==> src/rtl/odh_pkg.sv <==
// shared types, constants and arithmetic helpers for the omni drive heading block
package odh_pkg;

  // fixed-point formats
  localparam int TRIG_FRAC_BITS = 14;
  localparam int GAIN_FRAC_BITS = 8;
  localparam int SUM_FRAC_BITS  = 16;

  // shifts that bring every term into the common Q32 sum
  localparam int MIX_SHIFT = 32 - 2 * TRIG_FRAC_BITS;
  localparam int P_SHIFT   = 32 - GAIN_FRAC_BITS;
  localparam int I_SHIFT   = 32 - GAIN_FRAC_BITS - SUM_FRAC_BITS;

  // datapath widths
  localparam int A_W    = 28;
  localparam int B_W    = 16;
  localparam int PROD_W = A_W + B_W;
  localparam int PID_W  = 60;
  localparam int SUM_W  = 28;

  localparam longint unsigned PI_Q30 = 64'd3373259426;

  localparam logic signed [PID_W-1:0] WHEEL_LIM = 60'sd255 <<< 32;

  // register indexes
  typedef enum logic [1:0] {
    REG_PROP  = 2'd0,
    REG_INTEG = 2'd1,
    REG_DERIV = 2'd2
  } odh_reg_t;

  // multiply steps of one item
  typedef enum logic [2:0] {
    OP_VX    = 3'd0,
    OP_VY    = 3'd1,
    OP_MIX1  = 3'd2,
    OP_MIX2  = 3'd3,
    OP_PROP  = 3'd4,
    OP_DERIV = 3'd5,
    OP_INTEG = 3'd6
  } odh_op_t;

  typedef struct packed {
    logic signed [15:0] prop;
    logic signed [15:0] integ;
    logic signed [15:0] deriv;
  } odh_gains_t;

  typedef struct packed {
    logic                  start;
    logic signed [A_W-1:0] a;
    logic signed [B_W-1:0] b;
  } odh_mul_req_t;

  typedef struct packed {
    logic                     done;
    logic signed [PROD_W-1:0] prod;
  } odh_mul_rsp_t;

  typedef logic [15:0] sin_tab_t [0:90];

  // first-quadrant sine in Q.TRIG, built from a Q30 taylor series at elaboration
  function automatic sin_tab_t gen_sin_tab();
    sin_tab_t          tab;
    longint unsigned   x;
    longint unsigned   x2;
    longint unsigned   term;
    longint            acc;
    for (int k = 0; k <= 90; k++) begin
      x    = (longint'(k) * PI_Q30) / 180;
      x2   = (x * x) >> 30;
      acc  = longint'(x);
      // odd powers up to x^15, each term divided by 2n(2n+1)
      term = ((x * x2) >> 30) / 6;
      acc  = acc - longint'(term);
      term = ((term * x2) >> 30) / 20;
      acc  = acc + longint'(term);
      term = ((term * x2) >> 30) / 42;
      acc  = acc - longint'(term);
      term = ((term * x2) >> 30) / 72;
      acc  = acc + longint'(term);
      term = ((term * x2) >> 30) / 110;
      acc  = acc - longint'(term);
      term = ((term * x2) >> 30) / 156;
      acc  = acc + longint'(term);
      term = ((term * x2) >> 30) / 210;
      acc  = acc - longint'(term);
      if (acc < 0) begin
        acc = 0;
      end
      tab[k] = 16'((acc + (64'sd1 <<< (29 - TRIG_FRAC_BITS))) >>> (30 - TRIG_FRAC_BITS));
    end
    return tab;
  endfunction

  localparam sin_tab_t SIN_TAB = gen_sin_tab();
  localparam logic signed [B_W-1:0] S45 = SIN_TAB[45];

  // sine of a whole-degree angle below 360, by quadrant symmetry
  function automatic logic signed [15:0] sin_deg(logic [8:0] k);
    logic [8:0]         red;
    logic               neg;
    logic signed [15:0] val;
    if (k <= 9'd90) begin
      red = k;
      neg = 1'b0;
    end else if (k <= 9'd180) begin
      red = 9'd180 - k;
      neg = 1'b0;
    end else if (k <= 9'd270) begin
      red = k - 9'd180;
      neg = 1'b1;
    end else begin
      red = 9'd360 - k;
      neg = 1'b1;
    end
    val = SIN_TAB[red[6:0]];
    return neg ? -val : val;
  endfunction

  // saturate the leaky integral to its 28-bit range
  function automatic logic signed [SUM_W-1:0] sat_sum(logic signed [SUM_W:0] v);
    logic signed [SUM_W:0] hi;
    logic signed [SUM_W:0] lo;
    hi = (SUM_W+1)'((64'sd1 <<< (SUM_W - 1)) - 1);
    lo = -(SUM_W+1)'(64'sd1 <<< (SUM_W - 1));
    if (v > hi) begin
      return hi[SUM_W-1:0];
    end else if (v < lo) begin
      return lo[SUM_W-1:0];
    end
    return v[SUM_W-1:0];
  endfunction

  // add the pid term to a mix term, clamp to +-255 and truncate toward zero
  function automatic logic signed [8:0] sat_wheel(logic signed [PROD_W-1:0] m,
                                                  logic signed [PID_W-1:0] pid);
    logic signed [PID_W-1:0] t;
    logic signed [PID_W-1:0] mag;
    logic signed [8:0]       res;
    t = (PID_W'(m) <<< MIX_SHIFT) + pid;
    if (t > WHEEL_LIM) begin
      t = WHEEL_LIM;
    end else if (t < -WHEEL_LIM) begin
      t = -WHEEL_LIM;
    end
    mag = (t < 0) ? -t : t;
    res = {1'b0, mag[39:32]};
    return (t < 0) ? -res : res;
  endfunction

endpackage

==> src/rtl/odh_if.sv <==
// item channels of the omni drive heading block

interface odh_in_if;
  logic               valid;
  logic               ready;
  logic [8:0]         travel_dir;
  logic [7:0]         travel_speed;
  logic [8:0]         heading_now;
  logic signed [10:0] heading_offset;
  logic [3:0]         block_flags;
  logic               unblock_allowed;
  logic               unlock_timeout;

  modport source (output valid, travel_dir, travel_speed, heading_now, heading_offset,
                  block_flags, unblock_allowed, unlock_timeout, input ready);
  modport sink (input valid, travel_dir, travel_speed, heading_now, heading_offset,
                block_flags, unblock_allowed, unlock_timeout, output ready);
endinterface

interface odh_out_if;
  logic              valid;
  logic              ready;
  logic signed [8:0] wheel_one;
  logic signed [8:0] wheel_two;
  logic signed [8:0] wheel_three;
  logic signed [8:0] wheel_four;
  logic              flags_cleared;

  modport source (output valid, wheel_one, wheel_two, wheel_three, wheel_four,
                  flags_cleared, input ready);
  modport sink (input valid, wheel_one, wheel_two, wheel_three, wheel_four,
                flags_cleared, output ready);
endinterface

==> src/rtl/odh_serial_mul.sv <==
// bit-serial signed multiplier, one multiplier bit per cycle
module odh_serial_mul
  import odh_pkg::*;
(
  input  logic         clk,
  input  logic         rst_n,
  input  odh_mul_req_t req,
  output odh_mul_rsp_t rsp
);

  logic signed [PROD_W-1:0] acc_r, acc_nxt;
  logic signed [PROD_W-1:0] a_sh_r;
  logic [B_W-1:0]           b_r;
  logic [3:0]               cnt_r;
  logic                     busy_r;
  logic                     done_r;
  logic signed [PROD_W-1:0] addend;

  // partial product of the current bit, the top bit carries negative weight
  always_comb begin
    addend = '0;
    if (b_r[0]) begin
      addend = (cnt_r == 4'(B_W - 1)) ? -a_sh_r : a_sh_r;
    end
    acc_nxt = acc_r + addend;
  end

  // control
  always_ff @(posedge clk) begin
    if (!rst_n) begin
      busy_r <= 1'b0;
      done_r <= 1'b0;
      cnt_r  <= '0;
    end else begin
      done_r <= 1'b0;
      if (req.start) begin
        busy_r <= 1'b1;
        cnt_r  <= '0;
      end else if (busy_r) begin
        cnt_r <= cnt_r + 4'd1;
        if (cnt_r == 4'(B_W - 1)) begin
          busy_r <= 1'b0;
          done_r <= 1'b1;
        end
      end
    end
  end

  // operand shift registers and accumulator
  always_ff @(posedge clk) begin
    if (req.start) begin
      acc_r  <= '0;
      a_sh_r <= PROD_W'(req.a);
      b_r    <= req.b;
    end else if (busy_r) begin
      acc_r  <= acc_nxt;
      a_sh_r <= a_sh_r <<< 1;
      b_r    <= b_r >> 1;
    end
  end

  assign rsp.done = done_r;
  assign rsp.prod = acc_r;

endmodule

==> src/rtl/odh_apb_regs.sv <==
// gain registers behind the apb-style configuration port
module odh_apb_regs
  import odh_pkg::*;
(
  input  logic        clk,
  input  logic        rst_n,
  input  logic        psel,
  input  logic        penable,
  input  logic        pwrite,
  input  logic [3:0]  paddr,
  input  logic [31:0] pwdata,
  output logic [31:0] prdata,
  output logic        pready,
  output odh_gains_t  gains
);

  odh_gains_t gains_r;
  odh_reg_t   idx;

  assign idx = odh_reg_t'(paddr[3:2]);

  // register writes
  always_ff @(posedge clk) begin
    if (!rst_n) begin
      gains_r <= '0;
    end else if (psel && penable && pwrite) begin
      unique case (idx)
        REG_PROP:  gains_r.prop  <= pwdata[15:0];
        REG_INTEG: gains_r.integ <= pwdata[15:0];
        REG_DERIV: gains_r.deriv <= pwdata[15:0];
        default: ;
      endcase
    end
  end

  // read back, sign extended
  always_comb begin
    unique case (idx)
      REG_PROP:  prdata = 32'(gains_r.prop);
      REG_INTEG: prdata = 32'(gains_r.integ);
      REG_DERIV: prdata = 32'(gains_r.deriv);
      default:   prdata = '0;
    endcase
  end

  assign pready = 1'b1;
  assign gains  = gains_r;

endmodule

==> src/rtl/omni_drive_heading_pid_top.sv <==
// omni drive mixer with pid heading hold: sequencer, datapath and state
// one item at a time: each takes seven 16-bit passes of the single bit-serial
//   multiplier, then the output step, before the next item can be accepted
// the next item is taken while a finished result waits at the output register
// reset (rst_n low, synchronous) clears gains, last error, leaky integral, handshakes
module omni_drive_heading_pid_top
  import odh_pkg::*;
(
  input  logic        clk,
  input  logic        rst_n,
  odh_in_if.sink      in_if,
  odh_out_if.source   out_if,
  input  logic        psel,
  input  logic        penable,
  input  logic        pwrite,
  input  logic [3:0]  paddr,
  input  logic [31:0] pwdata,
  output logic [31:0] prdata,
  output logic        pready
);

  typedef enum logic [3:0] {
    ST_IDLE   = 4'b0001,
    ST_LAUNCH = 4'b0010,
    ST_WAIT   = 4'b0100,
    ST_FIN    = 4'b1000
  } odh_state_t;

  odh_state_t state_r, state_nxt;
  odh_op_t    op_r;

  odh_gains_t   gains;
  odh_mul_req_t mreq;
  odh_mul_rsp_t mrsp;

  // item registers
  logic signed [15:0]       sin_r, cos_r;
  logic [7:0]               spd_r;
  logic [3:0]               flags_r;
  logic                     unblock_r, timeout_r;
  logic signed [10:0]       delta_r;
  logic signed [11:0]       diff_r;
  logic signed [22:0]       vx_r, vy_r;
  logic signed [PROD_W-1:0] m1_r, m2_r;
  logic signed [PID_W-1:0]  pid_r;

  // state across items
  logic signed [10:0]      last_err_r;
  logic signed [SUM_W-1:0] leaky_r;

  // output register
  logic              out_valid_r;
  logic signed [8:0] w1_r, w2_r, w3_r, w4_r;
  logic              clr_r;

  // accept-time front end
  logic               in_acc;
  logic [8:0]         dir_fix, dir_cos;
  logic signed [11:0] off_w;
  logic signed [9:0]  head_s;
  logic signed [10:0] delta;
  logic signed [SUM_W:0] sum_raw;

  // block handling
  logic               away, cleared;
  logic [3:0]         fl_eff;
  logic signed [22:0] vx_eff, vy_eff;

  logic signed [PID_W-1:0] term;

  odh_apb_regs u_regs (
    .clk     (clk),
    .rst_n   (rst_n),
    .psel    (psel),
    .penable (penable),
    .pwrite  (pwrite),
    .paddr   (paddr),
    .pwdata  (pwdata),
    .prdata  (prdata),
    .pready  (pready),
    .gains   (gains)
  );

  odh_serial_mul u_mul (
    .clk   (clk),
    .rst_n (rst_n),
    .req   (mreq),
    .rsp   (mrsp)
  );

  assign in_if.ready = (state_r == ST_IDLE);
  assign in_acc      = in_if.valid && in_if.ready;

  // direction, offset wrap and heading error
  always_comb begin
    dir_fix = (in_if.travel_dir >= 9'd360) ? in_if.travel_dir - 9'd360 : in_if.travel_dir;
    dir_cos = (dir_fix >= 9'd270) ? dir_fix - 9'd270 : dir_fix + 9'd90;
    off_w   = 12'(in_if.heading_offset);
    for (int i = 0; i < 3; i++) begin
      if (off_w < -12'sd180) begin
        off_w = off_w + 12'sd360;
      end else if (off_w > 12'sd180) begin
        off_w = off_w - 12'sd360;
      end
    end
    head_s = (in_if.heading_now > 9'd180) ? 10'(in_if.heading_now) - 10'sd360
                                          : 10'(in_if.heading_now);
    delta   = 11'(head_s) - off_w[10:0];
    sum_raw = (SUM_W+1)'(leaky_r >>> 1) + ((SUM_W+1)'(delta) <<< SUM_FRAC_BITS);
  end

  // wall-block clearing and axis zeroing
  always_comb begin
    away = (vy_r < 0 && flags_r[0]) || (vy_r > 0 && flags_r[1]) ||
           (vx_r < 0 && flags_r[2]) || (vx_r > 0 && flags_r[3]);
    cleared = (away && unblock_r) || timeout_r;
    fl_eff  = cleared ? 4'd0 : flags_r;
    vy_eff  = vy_r;
    vx_eff  = vx_r;
    if ((vy_r > 0 && fl_eff[0]) || (vy_r < 0 && fl_eff[1])) begin
      vy_eff = '0;
    end
    if ((vx_r > 0 && fl_eff[2]) || (vx_r < 0 && fl_eff[3])) begin
      vx_eff = '0;
    end
  end

  // multiplier operands per step
  always_comb begin
    mreq.start = (state_r == ST_LAUNCH);
    mreq.a     = '0;
    mreq.b     = '0;
    unique case (op_r)
      OP_VX: begin
        mreq.a = A_W'(cos_r);
        mreq.b = B_W'(spd_r);
      end
      OP_VY: begin
        mreq.a = A_W'(sin_r);
        mreq.b = B_W'(spd_r);
      end
      OP_MIX1: begin
        mreq.a = A_W'(vx_eff) + A_W'(vy_eff);
        mreq.b = S45;
      end
      OP_MIX2: begin
        mreq.a = A_W'(vx_eff) - A_W'(vy_eff);
        mreq.b = S45;
      end
      OP_PROP: begin
        mreq.a = A_W'(delta_r);
        mreq.b = gains.prop;
      end
      OP_DERIV: begin
        mreq.a = A_W'(diff_r);
        mreq.b = gains.deriv;
      end
      OP_INTEG: begin
        mreq.a = leaky_r;
        mreq.b = gains.integ;
      end
      default: ;
    endcase
  end

  // pid term of the finished product, scaled to Q32
  always_comb begin
    if (op_r == OP_INTEG) begin
      term = PID_W'(mrsp.prod) <<< I_SHIFT;
    end else begin
      term = PID_W'(mrsp.prod) <<< P_SHIFT;
    end
  end

  // sequencer
  always_comb begin
    state_nxt = state_r;
    unique case (state_r)
      ST_IDLE:   if (in_acc) state_nxt = ST_LAUNCH;
      ST_LAUNCH: state_nxt = ST_WAIT;
      ST_WAIT: begin
        if (mrsp.done) begin
          state_nxt = (op_r == OP_INTEG) ? ST_FIN : ST_LAUNCH;
        end
      end
      ST_FIN:    if (!out_valid_r || out_if.ready) state_nxt = ST_IDLE;
      default:   state_nxt = ST_IDLE;
    endcase
  end

  always_ff @(posedge clk) begin
    if (!rst_n) begin
      state_r     <= ST_IDLE;
      op_r        <= OP_VX;
      out_valid_r <= 1'b0;
      last_err_r  <= '0;
      leaky_r     <= '0;
    end else begin
      state_r <= state_nxt;
      if (state_r == ST_FIN && (!out_valid_r || out_if.ready)) begin
        out_valid_r <= 1'b1;
      end else if (out_if.ready) begin
        out_valid_r <= 1'b0;
      end
      if (in_acc) begin
        op_r       <= OP_VX;
        last_err_r <= delta;
        leaky_r    <= sat_sum(sum_raw);
      end
      if (state_r == ST_WAIT && mrsp.done && op_r != OP_INTEG) begin
        op_r <= odh_op_t'(op_r + 3'd1);
      end
    end
  end

  // payload registers
  always_ff @(posedge clk) begin
    if (in_acc) begin
      sin_r     <= sin_deg(dir_fix);
      cos_r     <= sin_deg(dir_cos);
      spd_r     <= in_if.travel_speed;
      flags_r   <= in_if.block_flags;
      unblock_r <= in_if.unblock_allowed;
      timeout_r <= in_if.unlock_timeout;
      delta_r   <= delta;
      diff_r    <= 12'(delta) - 12'(last_err_r);
    end
    if (state_r == ST_WAIT && mrsp.done) begin
      unique case (op_r)
        OP_VX:    vx_r  <= mrsp.prod[22:0];
        OP_VY:    vy_r  <= -mrsp.prod[22:0];
        OP_MIX1:  m1_r  <= mrsp.prod;
        OP_MIX2:  m2_r  <= mrsp.prod;
        OP_PROP:  pid_r <= term;
        OP_DERIV: pid_r <= pid_r + term;
        OP_INTEG: pid_r <= pid_r + term;
        default: ;
      endcase
    end
    if (state_r == ST_FIN && (!out_valid_r || out_if.ready)) begin
      w1_r  <= sat_wheel(m1_r, pid_r);
      w2_r  <= sat_wheel(m2_r, pid_r);
      w3_r  <= sat_wheel(-m1_r, pid_r);
      w4_r  <= sat_wheel(-m2_r, pid_r);
      clr_r <= cleared;
    end
  end

  assign out_if.valid         = out_valid_r;
  assign out_if.wheel_one     = w1_r;
  assign out_if.wheel_two     = w2_r;
  assign out_if.wheel_three   = w3_r;
  assign out_if.wheel_four    = w4_r;
  assign out_if.flags_cleared = clr_r;

endmodule

==> src/flat_wrapper.sv <==
// flat-port wrapper written by rule: the top's interface ports become plain ports
module omni_drive_heading_pid_top_flat import odh_pkg::*;
  (clk, rst_n, psel, penable, pwrite, paddr, pwdata, prdata, pready, in_if_valid, in_if_travel_dir, in_if_travel_speed, in_if_heading_now, in_if_heading_offset, in_if_block_flags, in_if_unblock_allowed, in_if_unlock_timeout, in_if_ready, out_if_valid, out_if_wheel_one, out_if_wheel_two, out_if_wheel_three, out_if_wheel_four, out_if_flags_cleared, out_if_ready);
  odh_in_if in_if_i ();
  odh_out_if out_if_i ();
  input  logic clk;
  input  logic rst_n;
  input  logic psel;
  input  logic penable;
  input  logic pwrite;
  input  logic [3:0] paddr;
  input  logic [31:0] pwdata;
  output logic [31:0] prdata;
  output logic pready;
  input wire logic [$bits(in_if_i.valid)-1:0] in_if_valid;
  input wire logic [$bits(in_if_i.travel_dir)-1:0] in_if_travel_dir;
  input wire logic [$bits(in_if_i.travel_speed)-1:0] in_if_travel_speed;
  input wire logic [$bits(in_if_i.heading_now)-1:0] in_if_heading_now;
  input wire logic [$bits(in_if_i.heading_offset)-1:0] in_if_heading_offset;
  input wire logic [$bits(in_if_i.block_flags)-1:0] in_if_block_flags;
  input wire logic [$bits(in_if_i.unblock_allowed)-1:0] in_if_unblock_allowed;
  input wire logic [$bits(in_if_i.unlock_timeout)-1:0] in_if_unlock_timeout;
  output wire logic [$bits(in_if_i.ready)-1:0] in_if_ready;
  output wire logic [$bits(out_if_i.valid)-1:0] out_if_valid;
  output wire logic [$bits(out_if_i.wheel_one)-1:0] out_if_wheel_one;
  output wire logic [$bits(out_if_i.wheel_two)-1:0] out_if_wheel_two;
  output wire logic [$bits(out_if_i.wheel_three)-1:0] out_if_wheel_three;
  output wire logic [$bits(out_if_i.wheel_four)-1:0] out_if_wheel_four;
  output wire logic [$bits(out_if_i.flags_cleared)-1:0] out_if_flags_cleared;
  input wire logic [$bits(out_if_i.ready)-1:0] out_if_ready;
  assign in_if_i.valid = in_if_valid;
  assign in_if_i.travel_dir = in_if_travel_dir;
  assign in_if_i.travel_speed = in_if_travel_speed;
  assign in_if_i.heading_now = in_if_heading_now;
  assign in_if_i.heading_offset = in_if_heading_offset;
  assign in_if_i.block_flags = in_if_block_flags;
  assign in_if_i.unblock_allowed = in_if_unblock_allowed;
  assign in_if_i.unlock_timeout = in_if_unlock_timeout;
  assign in_if_ready = in_if_i.ready;
  assign out_if_valid = out_if_i.valid;
  assign out_if_wheel_one = out_if_i.wheel_one;
  assign out_if_wheel_two = out_if_i.wheel_two;
  assign out_if_wheel_three = out_if_i.wheel_three;
  assign out_if_wheel_four = out_if_i.wheel_four;
  assign out_if_flags_cleared = out_if_i.flags_cleared;
  assign out_if_i.ready = out_if_ready;
  omni_drive_heading_pid_top u_core (.clk(clk), .rst_n(rst_n), .in_if(in_if_i), .out_if(out_if_i), .psel(psel), .penable(penable), .pwrite(pwrite), .paddr(paddr), .pwdata(pwdata), .prdata(prdata), .pready(pready));
endmodule
==> config.mk <==
export PLATFORM = sky130hd
export DESIGN_NAME = omni_drive_heading_pid_top_flat
export DESIGN_NICKNAME = d
export VERILOG_FILES = /design/src/rtl/odh_pkg.sv /design/src/rtl/odh_if.sv /design/src/rtl/odh_serial_mul.sv /design/src/rtl/odh_apb_regs.sv /design/src/rtl/omni_drive_heading_pid_top.sv /design/src/flat_wrapper.sv
export SDC_FILE = /design/constraint.sdc
export NUM_CORES = 2
export LEC_CHECK = 0
export BUFFER_PORTS_ARGS = -buffer_cell sky130_fd_sc_hd__buf_2
export CORE_UTILIZATION = 39
export CTS_CLUSTER_DIAMETER = 100
export DETAILED_ROUTE_END_ITERATION = 7
export PLACE_DENSITY = 0.65
export SYNTH_ARGS = -nofsm -noshare
export SYNTH_HDL_FRONTEND = slang
export SYNTH_SLANG_ARGS = --single-unit
==> constraint.sdc <==
create_clock -name clk -period 15.51 [get_ports clk]
set_input_delay 3.102 -clock clk [delete_from_list [all_inputs] [get_ports clk]]
set_output_delay 3.102 -clock clk [all_outputs]
set_load 0.01 [all_outputs]
==> impl_metrics.yaml <==
layout:
  nets: 6923
  stdcell_count: 8166
  seq_area_mm2: 0.0135
  fill_cells: 12928
  utilization: 0.428
  multi_input_area_mm2: 0.0358
  syn2layout_area_growth_pct: 8.38
  layout_common_cells: "nand2_1 (780), a21oi_1 (524), nor2_1 (473)"
  drive_gt1_frac: 0.0730
  antenna_cells: 0
  final_common_cell: "nand2_1"
pwr:
  p_switching_mw: 2.69
  p_clk_frac: 0.222
  peakVddDrop_uv: 91.4
  p_int_mw: 3.80
  pwr-share-comb: 0.474
  p_leak_nw: 22.3
  powerDensity_mw_per_mm2: 116
  p_sw_frac: 0.415
  seqPwrFrac: 0.303
drt:
  via_per_inst: 5.94
  ant_nets: 0
  dr.pass1.iters: 7
  drc: 0
  wl_per_cell_um: 19.3
  drt_iter0_drc: 4089
  wirelength_um: 158000
  vias: 48484
clock_tree:
  clock_latency_ns: 0.68
  cts_resized: 0
  cts_tree: "yes"
  cts_setup_buffers: 0
  postCtsHoldBufs: 0
  cts_made_buffers: 59
  clock_path_buffers: 3
  cts_root_buf: "clkbuf_16"
  cts_sinks: 497
  htreeDepth: 2
  cts.reportedPaths.clkPinSlew_ns: 0.06
sta:
  rsz0062_at_grt: "false"
  finalCriticalPeriod_ns: 11.34
  setup_viol_count_final: 0
  slew_headroom: 0.157
  finalMaxSlewViolations: 0
  fin_tns_setup_ns: 0
  fin_ws_ns: 4.17
  finalHoldViolCount: 0
  max_slew.worst_pin.slew_ns: 1.23
  timing.final.crit_share: 0.731
  fmax_ghz: 0.0881
  skew_ns: 0.0427
hold_path:
  hp-class: "reg -> reg"
  whs_path_depth: 2
floorplanning:
  die_y_um: 365
  die_w_um: 365
  initial_utilization: 0.395
  core_area_mm2: 0.130
  ios: 158
  die_area_mm2: 0.134
  rows: 132
place:
  place_congestion: 0.993
  place_ws_ns: 3.75
  post-place-cells: 8054
  hpwl_um: 120000
  portBuffers: 138
synth:
  synth-edff-count: 352
  synth_async_sr_flop_share: 0
  syn_area_mm2: 0.0515
  synthesis.nets: 6943
  synth_seq_cells: 497
  synth_seq_area_share: 0.261
  yosysUniqueCellTypes: 122
  syn_area_per_cell_um2: 8.06
  syn_inst: 6393
  yosys_most_used_dff: "edfxtp_1"
  yosys_warnings: 0
global_routing:
  grt_overflow: 0
  use_met2: 0.370
  first_global_vias: 44774
  grt_use_met1: 0.315
  grt_first_pass_wirelength_um: 246000
  top_usage_layer: "met2"
  grt_util_all_layers: 0.228
  grt_max_degree: 95
  antenna_found_initial: 0
  use_met3: 0.0220
critical_path:
  path_max_fanout: 20
  critPathLaunchType: "primary input"
  crit_path_end_kind: "register"
  arrival_ns: 11.75
  cpPeakStageDelay_ns: 0.74
  required_ns: 15.92
  reg2regPathDepth: 36
  cpMaxStageDelayCell: "a311oi_1"
  path_common_cell: "ha_1"
  criticalPathCategory: "in -> reg"
status:
  status: "completed"
run:
  drv_cap: 0
==> path summary, 6_finish.rpt <==
| path | start | to | slack [ns] |
|---|---|---|---|
| worst max-delay path | in_if_travel_dir[3] | u_core.cos_r[12] | 4.17 |
| worst min register to register | u_core.last_err_r[9] | u_core.last_err_r[9] | 0.46 |
| worst max register to register | u_core.m2_r[7] | u_core.out_if.wheel_four[6] | 4.36 |
| worst min-delay path | u_core.last_err_r[9] | u_core.last_err_r[9] | 0.46 |
==> cells by family after synthesis <==
| logic type | share of synthesized area |
|---|---|
| and+or+nand+nor | 0.217 |
| AOI/OAI and AO/OA | 0.252 |
| buffers and inverters | 0.0448 |
| DFF | 0.261 |
| xor gates and xnor gates | 0.0821 |
| adders and majority gates | 0.115 |
| muxes | 0.0278 |
| other | 0.0000728 |
==> cell usage after synthesis, types with 74 or more instances <==
library cell / count / area (um2)
nor2b_1: 91 / 569
xor2_1: 184 / 1610
xnor2_1: 295 / 2580
edfxtp_1: 352 / 10600
inv_1: 267 / 1000
nor3_1: 170 / 851
and2_1: 84 / 526
mux2i_1: 90 / 901
and3_1: 74 / 463
a31oi_1: 75 / 469
ha_1: 451 / 5640
clkbuf_1: 223 / 837
dfxtp_1: 145 / 2900
nand3_1: 173 / 866
a21oi_1: 524 / 2620
or3_1: 82 / 513
o21ai_0: 387 / 1940
a21o_1: 193 / 1450
nor2_1: 477 / 1790
nand2_1: 780 / 2930
==> worst max-delay path, delay by kind of cell <==
kind            cells  cell delay, ns
simple gates        7            2.22
fa+ha+maj           4            1.38
buf+inv             6            1.24
xor+xnor            1            0.11
compound gates     12            3.63
==> routing by layer <==
metal | vias up | wire length [um]
met5 | - | 0
met4 | 0 | 5260
met3 | 270 | 9690
met2 | 1611 | 70900
met1 | 22895 | 72100
li1 | 23708 | -
==> power by group through the flow <==
stage / clock [mW] / sequential, mW / combinational, mW
floorplan: 0 / 1.93 / 2.27
global placement: 0 / 1.99 / 2.98
detailed placement: 0 / 1.99 / 3.02
CTS: 1.47 / 1.97 / 3.04
global route: 1.51 / 1.99 / 3.39
finish: 1.44 / 1.97 / 3.08
==> registers in the layout, indices dropped and copies added (netlist names), 11 cells and up <==
signal	cells
u_core.leaky_r	28
u_core.vy_r	23
u_core.delta_r	11
u_core.sin_r	16
u_core.cos_r	16
u_core.diff_r	12
u_core.u_mul.a_sh_r	44
u_core.m1_r	44
u_core.u_regs.gains	48
u_core.vx_r	23
u_core.last_err_r	11
u_core.m2_r	44
u_core.u_mul.acc_r	44
u_core.u_mul.b_r	16
u_core.pid_r	52
==> stage by stage <==
| step | hold WS (ns) | cell area [um2] | power, mW |
|---|---|---|---|
| finish | 0.456 | 55800 | 6.49 |
| global route | 0.477 | 55800 | 6.89 |
| CTS | 0.455 | 55800 | 6.47 |
| detailed placement | 0.447 | 53800 | 5.01 |
| global placement | 0.443 | 53800 | 4.97 |
| floorplan | 0.436 | 51500 | 4.20 |
==> final cells by class <==
class / instances / share of cell area
flip-flops and latches: 497 / 0.241
clock buffers: 87 / 0.0324
repair buffers: 216 / 0.0229
well taps: 1742 / 0.0390
clock inverters: 25 / 0.00406
inverters: 272 / 0.0183
multi-input cells: 5327 / 0.642
No activity file was read; power rests on OpenSTA's default activity.
